===== src/rtl/srtv_pkg.sv =====
// ----------------------------------------------------------------------------
// srtv_pkg
// Types, codes and the timestamp pattern stepper shared by the validator.
// ----------------------------------------------------------------------------
package srtv_pkg;

   // request word
   typedef struct packed {
      logic [7:0] input_byte;
      logic       end_of_input;
   } req_type;

   // response word
   typedef struct packed {
      logic [2:0]  line_kind;
      logic [23:0] line_number;
      logic [23:0] subtitle_count;
      logic [3:0]  error_code;
      logic        finished;
   } rsp_type;

   // classified byte operations
   localparam logic [1:0] OP_CONTENT = 2'd0;
   localparam logic [1:0] OP_NEWLINE = 2'd1;
   localparam logic [1:0] OP_CR      = 2'd2;
   localparam logic [1:0] OP_EOI     = 2'd3;

   // word passed from front to back
   typedef struct packed {
      logic [1:0] op;
      logic [1:0] replay;
      logic [7:0] data;
   } item_type;

   // parser phases
   localparam logic [2:0] PH_NUMBER = 3'd0;
   localparam logic [2:0] PH_STAMP  = 3'd1;
   localparam logic [2:0] PH_TEXT   = 3'd2;
   localparam logic [2:0] PH_TRAIL  = 3'd3;
   localparam logic [2:0] PH_DONE   = 3'd4;

   // line kinds
   localparam logic [2:0] KIND_NUMBER = 3'd0;
   localparam logic [2:0] KIND_STAMP  = 3'd1;
   localparam logic [2:0] KIND_TEXT   = 3'd2;
   localparam logic [2:0] KIND_SEP    = 3'd3;
   localparam logic [2:0] KIND_TRAIL  = 3'd4;
   localparam logic [2:0] KIND_FINAL  = 3'd5;

   // error codes
   localparam logic [3:0] ERR_NONE      = 4'd0;
   localparam logic [3:0] ERR_EMPTY     = 4'd1;
   localparam logic [3:0] ERR_BLANK     = 4'd2;
   localparam logic [3:0] ERR_NUMBER    = 4'd3;
   localparam logic [3:0] ERR_NO_STAMP  = 4'd4;
   localparam logic [3:0] ERR_STAMP     = 4'd5;
   localparam logic [3:0] ERR_NO_TEXT   = 4'd6;
   localparam logic [3:0] ERR_UNCLOSED  = 4'd7;
   localparam logic [3:0] ERR_TOO_LONG  = 4'd8;

   // characters
   localparam logic [7:0] CH_LF    = 8'h0A;
   localparam logic [7:0] CH_CR    = 8'h0D;
   localparam logic [7:0] CH_SPACE = 8'h20;
   localparam logic [7:0] CH_DASH  = 8'h2D;
   localparam logic [7:0] CH_COMMA = 8'h2C;
   localparam logic [7:0] CH_COLON = 8'h3A;
   localparam logic [7:0] CH_GT    = 8'h3E;
   localparam logic [7:0] CH_ZERO  = 8'h30;
   localparam logic [7:0] CH_ONE   = 8'h31;
   localparam logic [7:0] CH_FIVE  = 8'h35;
   localparam logic [7:0] CH_NINE  = 8'h39;

   // byte order mark
   localparam logic [7:0] BOM_0 = 8'hEF;
   localparam logic [7:0] BOM_1 = 8'hBB;
   localparam logic [7:0] BOM_2 = 8'hBF;

   // timestamp stepper positions
   localparam logic [4:0] ST_SECOND  = 5'd17;
   localparam logic [4:0] ST_SHORT   = 5'd28;
   localparam logic [4:0] ST_LONG    = 5'd29;
   localparam logic [4:0] ST_FAIL    = 5'd31;

   // advance the timestamp pattern by one byte
   function automatic logic [4:0] stamp_next(input logic [4:0] s, input logic [7:0] b);
      logic [4:0] k;
      logic       dig;
      logic       ok;
      logic [4:0] r;
      dig = (b >= CH_ZERO) && (b <= CH_NINE);
      k   = (s >= ST_SECOND) ? s - ST_SECOND : s;
      case (k)
         5'd2, 5'd5: ok = (b == CH_COLON);
         5'd8:       ok = (b == CH_COMMA);
         5'd3, 5'd6: ok = (b >= CH_ZERO) && (b <= CH_FIVE);
         default:    ok = dig;
      endcase
      if (s <= 5'd10 || (s >= ST_SECOND && s <= 5'd27)) begin
         r = ok ? s + 5'd1 : ST_FAIL;
      end else begin
         case (s)
            5'd11:   r = dig ? 5'd12 : ((b == CH_SPACE) ? 5'd13 : ST_FAIL);
            5'd12:   r = (b == CH_SPACE) ? 5'd13 : ST_FAIL;
            5'd13:   r = (b == CH_DASH) ? 5'd14 : ST_FAIL;
            5'd14:   r = (b == CH_DASH) ? 5'd15 : ST_FAIL;
            5'd15:   r = (b == CH_GT) ? 5'd16 : ST_FAIL;
            5'd16:   r = (b == CH_SPACE) ? ST_SECOND : ST_FAIL;
            5'd28:   r = dig ? ST_LONG : ST_FAIL;
            default: r = ST_FAIL;
         endcase
      end
      return r;
   endfunction

endpackage


===== src/rtl/srtv_fifo.sv =====
// ----------------------------------------------------------------------------
// srtv_fifo
// Two-entry queue that decouples producer and consumer stalls.
// ----------------------------------------------------------------------------
module srtv_fifo #(
   parameter int WIDTH = 12
) (
   input  logic             clock,
   input  logic             reset,
   input  logic             push_valid,
   output logic             push_ready,
   input  logic [WIDTH-1:0] push_data,
   output logic             pop_valid,
   input  logic             pop_ready,
   output logic [WIDTH-1:0] pop_data
);

   logic [WIDTH-1:0] mem_ff [2];
   logic             wr_ff, wr_in;
   logic             rd_ff, rd_in;
   logic [1:0]       count_ff, count_in;
   logic             do_push, do_pop;

   assign push_ready = (count_ff != 2'd2);
   assign pop_valid  = (count_ff != 2'd0);
   assign pop_data   = mem_ff[rd_ff];
   assign do_push    = push_valid && push_ready;
   assign do_pop     = pop_valid && pop_ready;

   // pointer and count update
   always_comb begin
      wr_in    = do_push ? ~wr_ff : wr_ff;
      rd_in    = do_pop ? ~rd_ff : rd_ff;
      count_in = count_ff + {1'b0, do_push} - {1'b0, do_pop};
   end

   always_ff @(posedge clock) begin
      if (reset) begin
         wr_ff    <= 1'b0;
         rd_ff    <= 1'b0;
         count_ff <= 2'd0;
      end else begin
         wr_ff    <= wr_in;
         rd_ff    <= rd_in;
         count_ff <= count_in;
      end
   end

   // storage
   always_ff @(posedge clock) begin
      if (do_push) begin
         mem_ff[wr_ff] <= push_data;
      end
   end

endmodule


===== src/rtl/srtv_front.sv =====
// ----------------------------------------------------------------------------
// srtv_front
// Accepts raw bytes, strips a leading byte order mark and classifies bytes.
// ----------------------------------------------------------------------------
module srtv_front
   import srtv_pkg::*;
(
   input  logic     clock,
   input  logic     reset,
   input  logic     req_valid,
   output logic     req_ready,
   input  req_type  req_data,
   output logic     item_valid,
   input  logic     item_ready,
   output item_type item_data
);

   logic [1:0] bom_ff, bom_in;
   logic [7:0] bom_byte;
   logic       match;
   logic       useful;
   logic       accept;

   assign req_ready = item_ready;
   assign accept    = req_valid && req_ready;

   // expected mark byte at this position
   always_comb begin
      case (bom_ff)
         2'd0:    bom_byte = BOM_0;
         2'd1:    bom_byte = BOM_1;
         default: bom_byte = BOM_2;
      endcase
   end

   // classification
   always_comb begin
      match            = !req_data.end_of_input && (bom_ff != 2'd3) &&
                         (req_data.input_byte == bom_byte);
      item_data.data   = req_data.input_byte;
      item_data.replay = (bom_ff == 2'd3) ? 2'd0 : bom_ff;
      if (req_data.end_of_input) begin
         item_data.op = OP_EOI;
      end else if (req_data.input_byte == CH_LF) begin
         item_data.op = OP_NEWLINE;
      end else if (req_data.input_byte == CH_CR) begin
         item_data.op = OP_CR;
      end else begin
         item_data.op = OP_CONTENT;
      end
      useful     = !match && !(item_data.op == OP_CR && item_data.replay == 2'd0);
      item_valid = req_valid && useful;
      bom_in     = bom_ff;
      if (accept) begin
         bom_in = match ? bom_ff + 2'd1 : 2'd3;
      end
   end

   always_ff @(posedge clock) begin
      if (reset) begin
         bom_ff <= 2'd0;
      end else begin
         bom_ff <= bom_in;
      end
   end

endmodule


===== src/rtl/srtv_back.sv =====
// ----------------------------------------------------------------------------
// srtv_back
// Line state machine: tracks columns, checks lines and produces responses.
// ----------------------------------------------------------------------------
module srtv_back
   import srtv_pkg::*;
#(
   parameter int COUNT_BITS = 24
) (
   input  logic        clock,
   input  logic        reset,
   input  logic [11:0] max_len,
   input  logic        item_valid,
   output logic        item_ready,
   input  item_type    item_data,
   output logic        out_valid,
   input  logic        out_ready,
   output rsp_type     out_data
);

   localparam logic [COUNT_BITS-1:0] CMAX = {COUNT_BITS{1'b1}};

   logic [2:0]            phase_ff, phase_in;
   logic [11:0]           col_ff, col_in;
   logic [4:0]            stamp_ff, stamp_in;
   logic                  ok_ff, ok_in;
   logic                  long_ff, long_in;
   logic [COUNT_BITS-1:0] li_ff, li_in;
   logic [COUNT_BITS-1:0] subs_ff, subs_in;
   logic                  text_ff, text_in;
   logic [COUNT_BITS-1:0] pend_ff, pend_in;
   logic [3:0]            err_ff, err_in;
   logic [COUNT_BITS-1:0] eline_ff, eline_in;
   logic                  fin_ff, fin_in;

   logic                  fire, active, blank, do_finish, first;
   logic [11:0]           col1;
   logic                  long1;
   logic [2:0]            expect_kind;
   logic [2:0]            kind;
   logic [3:0]            err_v;
   logic [COUNT_BITS-1:0] line_v;
   logic [COUNT_BITS-1:0] subs_v;
   logic [COUNT_BITS+23:0] line_wide, subs_wide;

   assign fire       = item_valid && out_ready;
   assign item_ready = out_ready && (item_data.op != OP_EOI || fin_ff);
   assign active     = (err_ff == ERR_NONE) && (phase_ff != PH_DONE);
   assign line_wide  = {24'd0, line_v};
   assign subs_wide  = {24'd0, subs_v};

   always_comb begin
      phase_in  = phase_ff;
      col_in    = col_ff;
      stamp_in  = stamp_ff;
      ok_in     = ok_ff;
      long_in   = long_ff;
      li_in     = li_ff;
      subs_in   = subs_ff;
      text_in   = text_ff;
      pend_in   = pend_ff;
      err_in    = err_ff;
      eline_in  = eline_ff;
      fin_in    = fin_ff;
      out_valid = 1'b0;
      kind      = KIND_FINAL;
      err_v     = err_ff;
      line_v    = li_ff;
      blank     = 1'b0;
      first     = 1'b0;
      do_finish = 1'b0;
      col1      = col_ff;
      long1     = long_ff;
      expect_kind = (phase_ff == PH_STAMP) ? KIND_STAMP :
                    ((phase_ff == PH_TEXT) ? KIND_TEXT : KIND_NUMBER);

      if (fire && fin_ff) begin
         // final status
         fin_in    = 1'b0;
         out_valid = 1'b1;
         kind      = KIND_FINAL;
         line_v    = (err_ff != ERR_NONE) ? eline_ff : li_ff;
      end else if (fire) begin
         if (item_data.op == OP_EOI) begin
            fin_in   = 1'b1;
            phase_in = PH_DONE;
         end
         if (active) begin
            // replay of a partly matched mark, only at file start
            if (item_data.replay != 2'd0) begin
               long1 = {10'd0, item_data.replay} > max_len;
               col1  = long1 ? max_len : {10'd0, item_data.replay};
               if (phase_ff == PH_NUMBER || phase_ff == PH_TRAIL) begin
                  ok_in = 1'b0;
               end
            end
            col_in  = col1;
            long_in = long1;
            // ordinary content byte
            if (item_data.op == OP_CONTENT) begin
               first = (col1 == 12'd0) && !long1;
               if (col1 >= max_len) begin
                  long_in = 1'b1;
               end else begin
                  col_in = col1 + 12'd1;
               end
               if (phase_ff == PH_NUMBER || phase_ff == PH_TRAIL) begin
                  if (first ? !(item_data.data >= CH_ONE && item_data.data <= CH_NINE)
                            : !(item_data.data >= CH_ZERO && item_data.data <= CH_NINE)) begin
                     ok_in = 1'b0;
                  end
               end else if (phase_ff == PH_STAMP) begin
                  stamp_in = stamp_next(stamp_ff, item_data.data);
               end
            end
            // line completion
            do_finish = (item_data.op == OP_NEWLINE) ||
                        (item_data.op == OP_EOI && (col1 != 12'd0 || long1));
            if (do_finish) begin
               blank = (col1 == 12'd0) && !long1;
               if (long1) begin
                  err_in = ERR_TOO_LONG; eline_in = li_ff;
               end else begin
                  case (phase_ff)
                     PH_NUMBER: begin
                        if (blank) begin
                           if (subs_ff == '0) begin
                              err_in = ERR_BLANK; eline_in = li_ff;
                           end else begin
                              pend_in  = li_ff;
                              phase_in = PH_TRAIL;
                           end
                        end else if (ok_in) begin
                           phase_in = PH_STAMP;
                        end else begin
                           err_in = ERR_NUMBER; eline_in = li_ff;
                        end
                     end
                     PH_TRAIL: begin
                        if (!blank) begin
                           err_in = ERR_BLANK; eline_in = pend_ff;
                        end
                     end
                     PH_STAMP: begin
                        if (blank) begin
                           err_in = ERR_NO_STAMP; eline_in = li_ff;
                        end else if (stamp_ff == ST_SHORT || stamp_ff == ST_LONG) begin
                           phase_in = PH_TEXT;
                        end else begin
                           err_in = ERR_STAMP; eline_in = li_ff;
                        end
                     end
                     default: begin
                        if (blank) begin
                           if (!text_ff) begin
                              err_in = ERR_NO_TEXT; eline_in = li_ff;
                           end else begin
                              subs_in  = (subs_ff == CMAX) ? subs_ff : subs_ff + 1'b1;
                              text_in  = 1'b0;
                              phase_in = PH_NUMBER;
                           end
                        end else begin
                           text_in = 1'b1;
                        end
                     end
                  endcase
               end
               out_valid = 1'b1;
               if (err_in != ERR_NONE) begin
                  kind   = expect_kind;
                  line_v = eline_in;
               end else begin
                  kind   = blank ? ((expect_kind == KIND_TEXT) ? KIND_SEP : KIND_TRAIL)
                                 : expect_kind;
                  line_v = li_ff;
                  li_in  = (li_ff == CMAX) ? li_ff : li_ff + 1'b1;
               end
               col_in   = 12'd0;
               stamp_in = 5'd0;
               ok_in    = 1'b1;
               long_in  = 1'b0;
            end
            // line word carries the error as of the line, before end of file checks
            err_v = err_in;
            // end of file checks
            if (item_data.op == OP_EOI && err_in == ERR_NONE) begin
               if (li_in == '0) begin
                  err_in = ERR_EMPTY; eline_in = '0;
               end else if (phase_in == PH_STAMP || phase_in == PH_TEXT ||
                            (phase_in == PH_NUMBER && subs_in == '0)) begin
                  err_in = ERR_UNCLOSED; eline_in = li_in - 1'b1;
               end
            end
            if (item_data.op == OP_EOI) begin
               phase_in = PH_DONE;
            end
         end
      end
      subs_v                  = subs_in;
      out_data.line_kind      = kind;
      out_data.line_number    = line_wide[23:0];
      out_data.subtitle_count = subs_wide[23:0];
      out_data.error_code     = err_v;
      out_data.finished       = (fire && fin_ff);
   end

   always_ff @(posedge clock) begin
      if (reset) begin
         phase_ff <= PH_NUMBER;
         col_ff   <= 12'd0;
         stamp_ff <= 5'd0;
         ok_ff    <= 1'b1;
         long_ff  <= 1'b0;
         li_ff    <= '0;
         subs_ff  <= '0;
         text_ff  <= 1'b0;
         pend_ff  <= '0;
         err_ff   <= ERR_NONE;
         eline_ff <= '0;
         fin_ff   <= 1'b0;
      end else begin
         phase_ff <= phase_in;
         col_ff   <= col_in;
         stamp_ff <= stamp_in;
         ok_ff    <= ok_in;
         long_ff  <= long_in;
         li_ff    <= li_in;
         subs_ff  <= subs_in;
         text_ff  <= text_in;
         pend_ff  <= pend_in;
         err_ff   <= err_in;
         eline_ff <= eline_in;
         fin_ff   <= fin_in;
      end
   end

endmodule


===== src/rtl/srt_subtitle_validator_core.sv =====
// ----------------------------------------------------------------------------
// srt_subtitle_validator_core
// SubRip stream checker: one byte per request word, one response per line.
// ----------------------------------------------------------------------------
// Usage
//   req_*  : one file byte per word, or an end-of-input marker word.
//   rsp_*  : one word per completed line, plus a final status word (finished
//            set) for each end-of-input marker.
//   csr_*  : writes max_line_length; always ready, write only while idle.
// Timing
//   A byte is taken every cycle while the front queue has room. Its item
//   is registered in the front queue, then the line unit writes its response
//   into the response queue, from which it leaves. An end-of-input word stays
//   in the line unit for its finishing line and status, holding it longer.
// Reset
//   Synchronous; clears all line state, queues and the sticky error, and
//   sets max_line_length to 254.
// Stall
//   When rsp_ready is low the response queue fills, the line unit halts,
//   then the front queue fills and req_ready drops; nothing is lost.
// ----------------------------------------------------------------------------
module srt_subtitle_validator_core
   import srtv_pkg::*;
#(
   parameter int COUNT_BITS = 24
) (
   input  logic        clock,
   input  logic        reset,
   input  logic        req_valid,
   output logic        req_ready,
   input  req_type     req_data,
   output logic        rsp_valid,
   input  logic        rsp_ready,
   output rsp_type     rsp_data,
   input  logic        csr_valid,
   output logic        csr_ready,
   input  logic [11:0] csr_data
);

   logic [11:0] max_len_ff, max_len_in;
   logic        f_valid, f_ready;
   item_type    f_data;
   logic        q_valid, q_ready;
   item_type    q_data;
   logic        b_valid, b_ready;
   rsp_type     b_data;

   // configuration register
   assign csr_ready  = 1'b1;
   assign max_len_in = (csr_valid && csr_ready) ? csr_data : max_len_ff;

   always_ff @(posedge clock) begin
      if (reset) begin
         max_len_ff <= 12'd254;
      end else begin
         max_len_ff <= max_len_in;
      end
   end

   // byte classifier
   srtv_front u_front (
      .clock      (clock),
      .reset      (reset),
      .req_valid  (req_valid),
      .req_ready  (req_ready),
      .req_data   (req_data),
      .item_valid (f_valid),
      .item_ready (f_ready),
      .item_data  (f_data)
   );

   // front to back queue
   srtv_fifo #(.WIDTH($bits(item_type))) u_item_q (
      .clock      (clock),
      .reset      (reset),
      .push_valid (f_valid),
      .push_ready (f_ready),
      .push_data  (f_data),
      .pop_valid  (q_valid),
      .pop_ready  (q_ready),
      .pop_data   (q_data)
   );

   // line unit
   srtv_back #(.COUNT_BITS(COUNT_BITS)) u_back (
      .clock      (clock),
      .reset      (reset),
      .max_len    (max_len_ff),
      .item_valid (q_valid),
      .item_ready (q_ready),
      .item_data  (q_data),
      .out_valid  (b_valid),
      .out_ready  (b_ready),
      .out_data   (b_data)
   );

   // response queue
   srtv_fifo #(.WIDTH($bits(rsp_type))) u_rsp_q (
      .clock      (clock),
      .reset      (reset),
      .push_valid (b_valid),
      .push_ready (b_ready),
      .push_data  (b_data),
      .pop_valid  (rsp_valid),
      .pop_ready  (rsp_ready),
      .pop_data   (rsp_data)
   );

   // a finished word is always a final status
   a_fin_kind: assert property (@(posedge clock) disable iff (reset)
      rsp_valid && rsp_data.finished |-> rsp_data.line_kind == KIND_FINAL)
      else $error("finished word without final kind");

   // the line unit only emits when the response queue has room
   a_no_overflow: assert property (@(posedge clock) disable iff (reset)
      b_valid |-> b_ready)
      else $error("response queue overflow");

   // the queues are empty right after reset
   a_reset_empty: assert property (@(posedge clock)
      reset |=> !rsp_valid && !q_valid)
      else $error("queue not empty after reset");

endmodule


===== config.mk =====
export PLATFORM = sky130hd
export DESIGN_NAME = srt_subtitle_validator_core
export DESIGN_NICKNAME = d
export VERILOG_FILES = /design/src/rtl/srtv_pkg.sv /design/src/rtl/srtv_fifo.sv /design/src/rtl/srtv_front.sv /design/src/rtl/srtv_back.sv /design/src/rtl/srt_subtitle_validator_core.sv
export SDC_FILE = /design/constraint.sdc
export NUM_CORES = 1
export LEC_CHECK = 0
export ABC_AREA = 1
export BUFFER_PORTS_ARGS = -buffer_cell sky130_fd_sc_hd__buf_2
export CAP_MARGIN = 20
export CORE_MARGIN = 2
export CORE_UTILIZATION = 23
export DETAILED_ROUTE_END_ITERATION = 8
export PLACE_DENSITY_LB_ADDON = 0.12
export SKIP_LAST_GASP = 1
export SYNTH_ARGS = -nofsm -noshare
export SYNTH_HDL_FRONTEND = slang
export SYNTH_SLANG_ARGS = --single-unit

===== constraint.sdc =====
create_clock -name clock -period 5.75 [get_ports clock]
set_clock_uncertainty 0.05 [all_clocks]
set_input_delay 0.2875 -clock clock [delete_from_list [all_inputs] [get_ports clock]]
set_output_delay 0.2875 -clock clock [all_outputs]
set_load 0.005 [all_outputs]

==> flow_summary.toml, run 1 <==
[synthesis]
yosysUniqueCellTypes = 70
avgSynthCellArea_um2 = 7.361
mappedNetlistNets = 2574
postSynthCellCount = 2512
asyncSetResetFlopFracSynth_pct = 0
synth_enable_flop_cells = 136
synth-seq-area-share_pct = 38.11
synthFlopType = "sky130_fd_sc_hd__dfxtp_1"
synth_area_um2 = 18490
total_of_flip_flops_plus_latches_after_synthesis = 284
ys.warnings.count = 0

[power]
max-vdd-ir-drop_uv = 293.1
powerDensity_nw_per_um2 = 618.7
lkg_pwr_nw = 8.572

[clock_network]
cts-root-buf = "sky130_fd_sc_hd__clkbuf_16"
clock_tree.buffer_depth = 3
cts.htree.levels = 2
cts_sinks = 284
cts-buffers-inserted = 37
clock_transition_time_at_the_flip_flop_clock_pins_of_the_worst_setup_and_hold_paths_ps = 50
worst_skew_pair.late_latency_ps = 550
clock_tree_from_tritoncts = "yes"

[timing]
slew_headroom_pct = 34.29
fmax_mhz = 184.3
grt_setup_unrepaired = "true"
setup_tns_ps = 0
period_share_pct = 94.35
final-max-slew-violation-count = 0
fin_hold_ws_ps = 69.39
timing.final.hold_violations = 0
finalCriticalPeriod_ps = 5425
report.final.setup_viol = 0
tightestPinTransition_ps = 975.3

[setup_path]
reg2reg_slack_ps = 330
crit_type = "register to register"
cp-start-kind = "register"
crit_path_end = "u_back.err_ff[1]"
worstPathRequired_ps = 6090
cp_arrival_ps = 5760
reg2reg_depth = 32
worstSetupEndpointType = "register"
critical_path.most_common_cell = "sky130_fd_sc_hd__nand2_1"
timing.critical_path.slowest_stage_cell = "sky130_fd_sc_hd__or4_4"
worst-path-max-fanout = 18
cpPeakStageDelay_ps = 550
r2r-end = "u_back.err_ff[1]"

[global_routing]
grt_pass1_wl_mm = 103.7
overflow = 0
pin_count_of_the_biggest_net_entering_global_routing = 79
groute.usage.overall_pct = 16.11
grt_antenna_before_repair = 2
grt_pass1_vias = 17115

[layout]
post-route-util_pct = 27.70
number_of_nets_in_the_final_layout = 2658
antenna_cells_inserted = 0
fillerInstances = 8590
commonest_non_fill_non_tap_cell_in_the_layout = "sky130_fd_sc_hd__nand2_1"
layout_common_cells = "435 x sky130_fd_sc_hd__nand2_1, 285 x sky130_fd_sc_hd__o21ai_0, 240 x sky130_fd_sc_hd__inv_1"
post_route_cells_drive_above_1_share_pct = 15.28
flow.area_growth_from_synthesis_pct = 18.75

[run]
max-cap-violations = 0

[drt]
dr_wl_cell_um = 18.63
postRouteWirelength_mm = 68.44
drc_violations_left = 0
violation_count_after_the_first_detailed_routing_iteration = 1375
routed-via-count = 18163
remaining_antenna_violation_count = 0
vias_per_cell = 4.944
firstDrtPassIters = 6

[floorplan]
die_height_um = 287.5
design.core.area_um2 = 79260
start_util_pct = 23.33
die_w_um = 287.5
num_rows = 103
die_footprint_um2 = 82680
pin_count = 85

[placement]
io_buffer_count = 83
placed_wire_length_estimate_after_detailed_placement_mm = 48.37
gp_weighted_congestion = 0.9209

[status]
run_status = "finished, final reports clean"

[hold_path]
hp-class = "primary input to register"
[metal layers]
layer | part of all wire [%] | wire (um) | GRT usage (%) | vias up
li1 | - | - | - | 8817
met1 | 46 | 31250 | 21.81 | 8559
met2 | 45 | 30710 | 25.94 | 638
met3 | 6.5 | 4435 | 2.607 | 147
met4 | 3.0 | 2033 | 5.430 | 2
met5 | 0.019 | 13 | 0 | -
[cells in the mapped netlist (11+ instances only)]
master                     number  area, um2
sky130_fd_sc_hd__nand2_1      437       1640
sky130_fd_sc_hd__o21ai_0      287       1436
sky130_fd_sc_hd__nor2_1       245      919.6
sky130_fd_sc_hd__inv_1        242      908.4
sky130_fd_sc_hd__a21oi_1      207       1036
sky130_fd_sc_hd__dfxtp_1      148       2963
sky130_fd_sc_hd__edfxtp_1     136       4084
sky130_fd_sc_hd__nand3_1      134      670.6
sky130_fd_sc_hd__clkbuf_1     113      424.2
sky130_fd_sc_hd__o211ai_1      61      457.9
sky130_fd_sc_hd__mux2_2        56      630.6
sky130_fd_sc_hd__nor3_1        46      230.2
sky130_fd_sc_hd__nand4_1       43      269.0
sky130_fd_sc_hd__ha_1          36      450.4
sky130_fd_sc_hd__xor2_1        36      315.3
sky130_fd_sc_hd__o22ai_1       26      162.7
sky130_fd_sc_hd__a221oi_1      22      192.7
sky130_fd_sc_hd__nand2_2       18      112.6
sky130_fd_sc_hd__inv_2         17      63.81
sky130_fd_sc_hd__nor4_1        17      106.4
sky130_fd_sc_hd__a22oi_1       13      97.59
sky130_fd_sc_hd__buf_2         12      60.06
sky130_fd_sc_hd__o21ai_1       12      60.06
sky130_fd_sc_hd__nor2_2        11      68.82
[power by group]
part           switching [W]  leakage [nW]  internal, W  total (W)
Sequential          0.000391          2.47      0.00288    0.00327
Combinational        0.00531          5.48      0.00253    0.00784
Clock               0.000947         0.625      0.00152    0.00247
Total                0.00665          8.57      0.00694     0.0136
[metrics by stage]
stage	instance area (um2)	std cells	total power [W]	setup WS, ps
after floorplan	18500	2512	0.008219	618.8
after global placement	20120	3559	0.01074	156.9
after detailed placement	20140	3561	0.01080	-4.567
after CTS	21660	3650	0.01336	14.68
after global routing	21960	3674	0.01468	-35.32
final	21960	3674	0.01358	325.1
[cell type report]
class	count	area [um2]	share of cell area, %
tap	1050	1314	5.983
clock inverter	16	235.2	1.071
sequential	284	7049	32.10
timing repair inverter	1	6.256	0.02849
inverter	272	1042	4.747
timing repair buffer	183	1299	5.915
clock buffer	51	1061	4.832
multi-input combinational	1817	9951	45.32
[registers in the layout, summed over array words and instances (netlist names), 5 cells and up, named ones only]
register / count
u_back.li_ff: 22
u_back.col_ff: 12
u_back.stamp_ff: 5
u_back.pend_ff: 24
u_back.eline_ff: 24
max_len_ff: 12
u_back.subs_ff: 24
u_rsp_q.mem_ff: 112
u_item_q.mem_ff: 24
[how the worst min path moves through the flow]
stage                   from                endpoint  depth (start not counted)
5_1_grt          req_data[0]  u_item_q.mem_ff[1][11]                          3
6_report           csr_valid           max_len_ff[5]                          2
3_5_place_dp   u_rsp_q.rd_ff                register                          1
3_3_place_gp   u_rsp_q.rd_ff                register                          1
2_1_floorplan    req_data[1]   u_item_q.mem_ff[0][0]                          0
4_1_cts          req_data[0]  u_item_q.mem_ff[1][11]                          3
[kinds of logic after synthesis]
kind of cell,count (synthesis),synth area share [%]
simple gates,1000,24.23
compound gates,680,20.94
buf+inv,413,8.858
flops,284,38.11
mux,57,3.465
xor+xnor,41,1.942
fa+ha+maj,36,2.436
other cells,1,0.02028
[worst max-delay path, delay by kind of cell (launching register included)]
| family | cells | cell delay, ps |
|---|---|---|
| compound gates | 5 | 740 |
| fa+ha+maj | 2 | 450 |
| buf+inv | 5 | 610 |
| flops | 1 | 380 |
| simple gates | 20 | 3050 |
[timing repair]
action / CTS / global route
cloned: 0 / 4
pin swaps: 0 / 13
setup endpoints to repair: 4 / 35
endpoints found under the hold margin: 31 / 0
hold buffers: 22 / 0
buffers inserted: 0 / 20
gates resized for setup: 1 / 26
Power figures use the tool's default switching activity.
==> inputs of run 2 (changes only) <==
--- a/config.mk
+++ b/config.mk
@@ -8,10 +8,13 @@
 export ABC_AREA = 1
 export BUFFER_PORTS_ARGS = -buffer_cell sky130_fd_sc_hd__buf_2
 export CAP_MARGIN = 20
+export CELL_PAD_IN_SITES_DETAIL_PLACEMENT = 0
+export CELL_PAD_IN_SITES_GLOBAL_PLACEMENT = 2
 export CORE_MARGIN = 2
 export CORE_UTILIZATION = 23
 export DETAILED_ROUTE_END_ITERATION = 8
 export PLACE_DENSITY_LB_ADDON = 0.12
+export RECOVER_POWER = 25
 export SKIP_LAST_GASP = 1
 export SYNTH_ARGS = -nofsm -noshare
 export SYNTH_HDL_FRONTEND = slang
==> constraint.sdc (replaced) <==
create_clock -name clock -period 5.75 [get_ports clock]
set_clock_uncertainty 0.05 [all_clocks]
set_input_delay 0.2875 -clock clock [delete_from_list [all_inputs] [get_ports clock]]
set_output_delay 0.2875 -clock clock [all_outputs]
set_load 0.05 [all_outputs]
==> run 2 against run 1 <==
Compared with the run above:
- the flow now finishes with violations (max-capacitance violations, max-slew violations)
- clock power decreased by 6%
- critical path depth increased by 6
- global-route usage increased by 1.4 points
- utilization about the same
- routed wire length increased by 9.2%
- count of clock-buffer cells in the layout decreased by 3
- worst setup slack improved by 33 ps
- cell count increased by 0.27%
- worst hold slack got worse by 32 ps
- sequential power about the same
- via count decreased by 0.99%
- final area increased by 0.15%
- critical endpoint is now u_back.eline_ff[23]
==> flow_summary.toml, run 2 (synthesis results as in run 1) <==
[status]
failing_checks = "max-capacitance violations, max-slew violations"
run_status = "complete, but fails checks"

[layout]
flow.area_growth_from_synthesis_pct = 18.93
number_of_nets_in_the_final_layout = 2666
fillerInstances = 8651
post-route-util_pct = 27.75
layout_common_cells = "432 x sky130_fd_sc_hd__nand2_1, 285 x sky130_fd_sc_hd__o21ai_0, 239 x sky130_fd_sc_hd__inv_1"
largest_register = "u_rsp_q.mem_ff"
antenna_cells_inserted = 0
post_layout_nonfiller_instances = 3684
commonest_non_fill_non_tap_cell_in_the_layout = "sky130_fd_sc_hd__nand2_1"
multiInputGateArea_um2 = 9971
post_route_cells_drive_above_1_share_pct = 13.29
sequential_cell_area_um2 = 7052
largest_register_ffs = 112

[hold_path]
worstHoldStart = "req_data[0]"
hp-class = "primary input to register"
holdPathStages = 3
hold_end = "u_item_q.mem_ff[1][11]"

[global_routing]
grt_antenna_before_repair = 1
groute.usage.overall_pct = 17.47
grt_pass1_vias = 17144
pin_count_of_the_biggest_net_entering_global_routing = 79
overflow = 0
grt_pass1_wl_mm = 109.8

[placement]
io_buffer_count = 83
gp_weighted_congestion = 0.8305
placed_wire_length_estimate_after_detailed_placement_mm = 51.98
placedCellCount = 3570

[floorplan]
pin_count = 85
die_footprint_um2 = 82680
num_rows = 103
start_util_pct = 23.33
die_height_um = 287.5
die_w_um = 287.5
design.core.area_um2 = 79260

[timing]
final-max-slew-violation-count = 98
grt_setup_unrepaired = "true"
setup_tns_ps = 0
timing.final.hold_violations = 0
period_share_pct = 93.77
tightestPinTransition_ps = 3142
slew_headroom_pct = -109.4
fmax_mhz = 185.5
report.final.setup_viol = 0
finalCriticalPeriod_ps = 5392

[drt]
drc_violations_left = 0
postRouteWirelength_mm = 74.77
vias_per_cell = 4.881
routed-via-count = 17983
firstDrtPassIters = 6
violation_count_after_the_first_detailed_routing_iteration = 1510
dr_wl_cell_um = 20.30
remaining_antenna_violation_count = 0

[clock_network]
cts-buffers-inserted = 38
cts-root-buf = "sky130_fd_sc_hd__clkbuf_16"
clock_tree.buffer_depth = 3
clock_transition_time_at_the_flip_flop_clock_pins_of_the_worst_setup_and_hold_paths_ps = 60
cts_sinks = 284
worst_skew_pair.late_latency_ps = 580
cts.htree.levels = 2
clock_tree_from_tritoncts = "yes"

[power]
powerDensity_nw_per_um2 = 670.8
lkg_pwr_nw = 8.457
max-vdd-ir-drop_uv = 210.9

[setup_path]
timing.critical_path.slowest_stage_cell = "sky130_fd_sc_hd__or4_4"
worstPathRequired_ps = 6150
worst-path-max-fanout = 20
cp_arrival_ps = 5790
r2r-end = "u_back.eline_ff[23]"
critical_path.n_buffers_inverters = 7
cp-start-kind = "register"
cpPeakStageDelay_ps = 540
reg2reg_depth = 38
critical_path.most_common_cell = "sky130_fd_sc_hd__nand2_1"
worstSetupEndpointType = "register"
crit_type = "register to register"
reg2reg_slack_ps = 360
path_delay_family = "simple AND/OR/NAND/NOR gates"

[run]
max-cap-violations = 2
run 2: worst register-to-register path, delay by kind of cell, from the launching register on:
family / cells / cell delay, ps
AND/OR/NAND/NOR: 25 / 3200
buffers and inverters: 7 / 820
adder cells (fa/ha/maj): 2 / 440
AO/OA/AOI/OAI: 4 / 410
flip-flops: 1 / 360
run 2: final cells by class:
type                            instances  area share, %
Clock buffer                           48          4.586
Clock inverter                         22         0.8534
Inverter                              272          4.728
Multi-Input combinational cell       1815          45.34
Sequential cell                       284          32.07
Tap cell                             1050          5.974
Timing Repair Buffer                  193          6.452
run 2: report_power, final:
group          leakage, nW  switching [W]  internal, W  total [W]
registers             2.47       0.000394      0.00288    0.00328
clock network        0.581        0.00101      0.00130    0.00231
logic                 5.40        0.00643      0.00273    0.00916
total                 8.46        0.00784      0.00691     0.0148
run 2: worst max-delay path by stage:
| stage | slack (ps) | endpoint | startpoint | cells after the start |
|---|---|---|---|---|
| 2_1_floorplan | 620 | u_rsp_q.mem_ff[1][0] | register | 23 |
| 3_3_place_gp | -30 | u_back.eline_ff[4] | register | 36 |
| 3_5_place_dp | -90 | u_back.eline_ff[4] | register | 36 |
| 4_1_cts | 7 | u_back.eline_ff[13] | register | 35 |
| 5_1_grt | -50 | u_back.eline_ff[0] | u_item_q.mem_ff[1][9] | 40 |
| 6_report | 360 | u_back.eline_ff[23] | register | 38 |
run 2: metal layers:
metal | up-vias | GRT usage [%] | wire (um)
met5 | - | 0 | 0
met4 | 0 | 3.906 | 1404
met3 | 81 | 2.377 | 3557
met2 | 481 | 27.79 | 33220
met1 | 8585 | 24.97 | 36590
li1 | 8836 | - | -
run 2: through the flow:
step | cell area (um2) | hold WS (ps) | setup WS [ps] | power, W
6_report | 21990 | 37.30 | 358.0 | 0.01475
5_1_grt | 21990 | 34.27 | -45.92 | 0.01585
4_1_cts | 21660 | 21.71 | 7.040 | 0.01432
3_5_place_dp | 20220 | 389.6 | -85.42 | 0.01189
3_3_place_gp | 20220 | 381.2 | -28.51 | 0.01185
2_1_floorplan | 18500 | 336.4 | 618.8 | 0.009048
run 2: what timing repair did:
action,CTS,global route
setup buffers,0,18
resized for setup,3,37
hold endpoints to repair,31,0
pin swaps,0,7
endpoints found under the setup margin,14,39
hold buffers,22,0
gates cloned,0,4
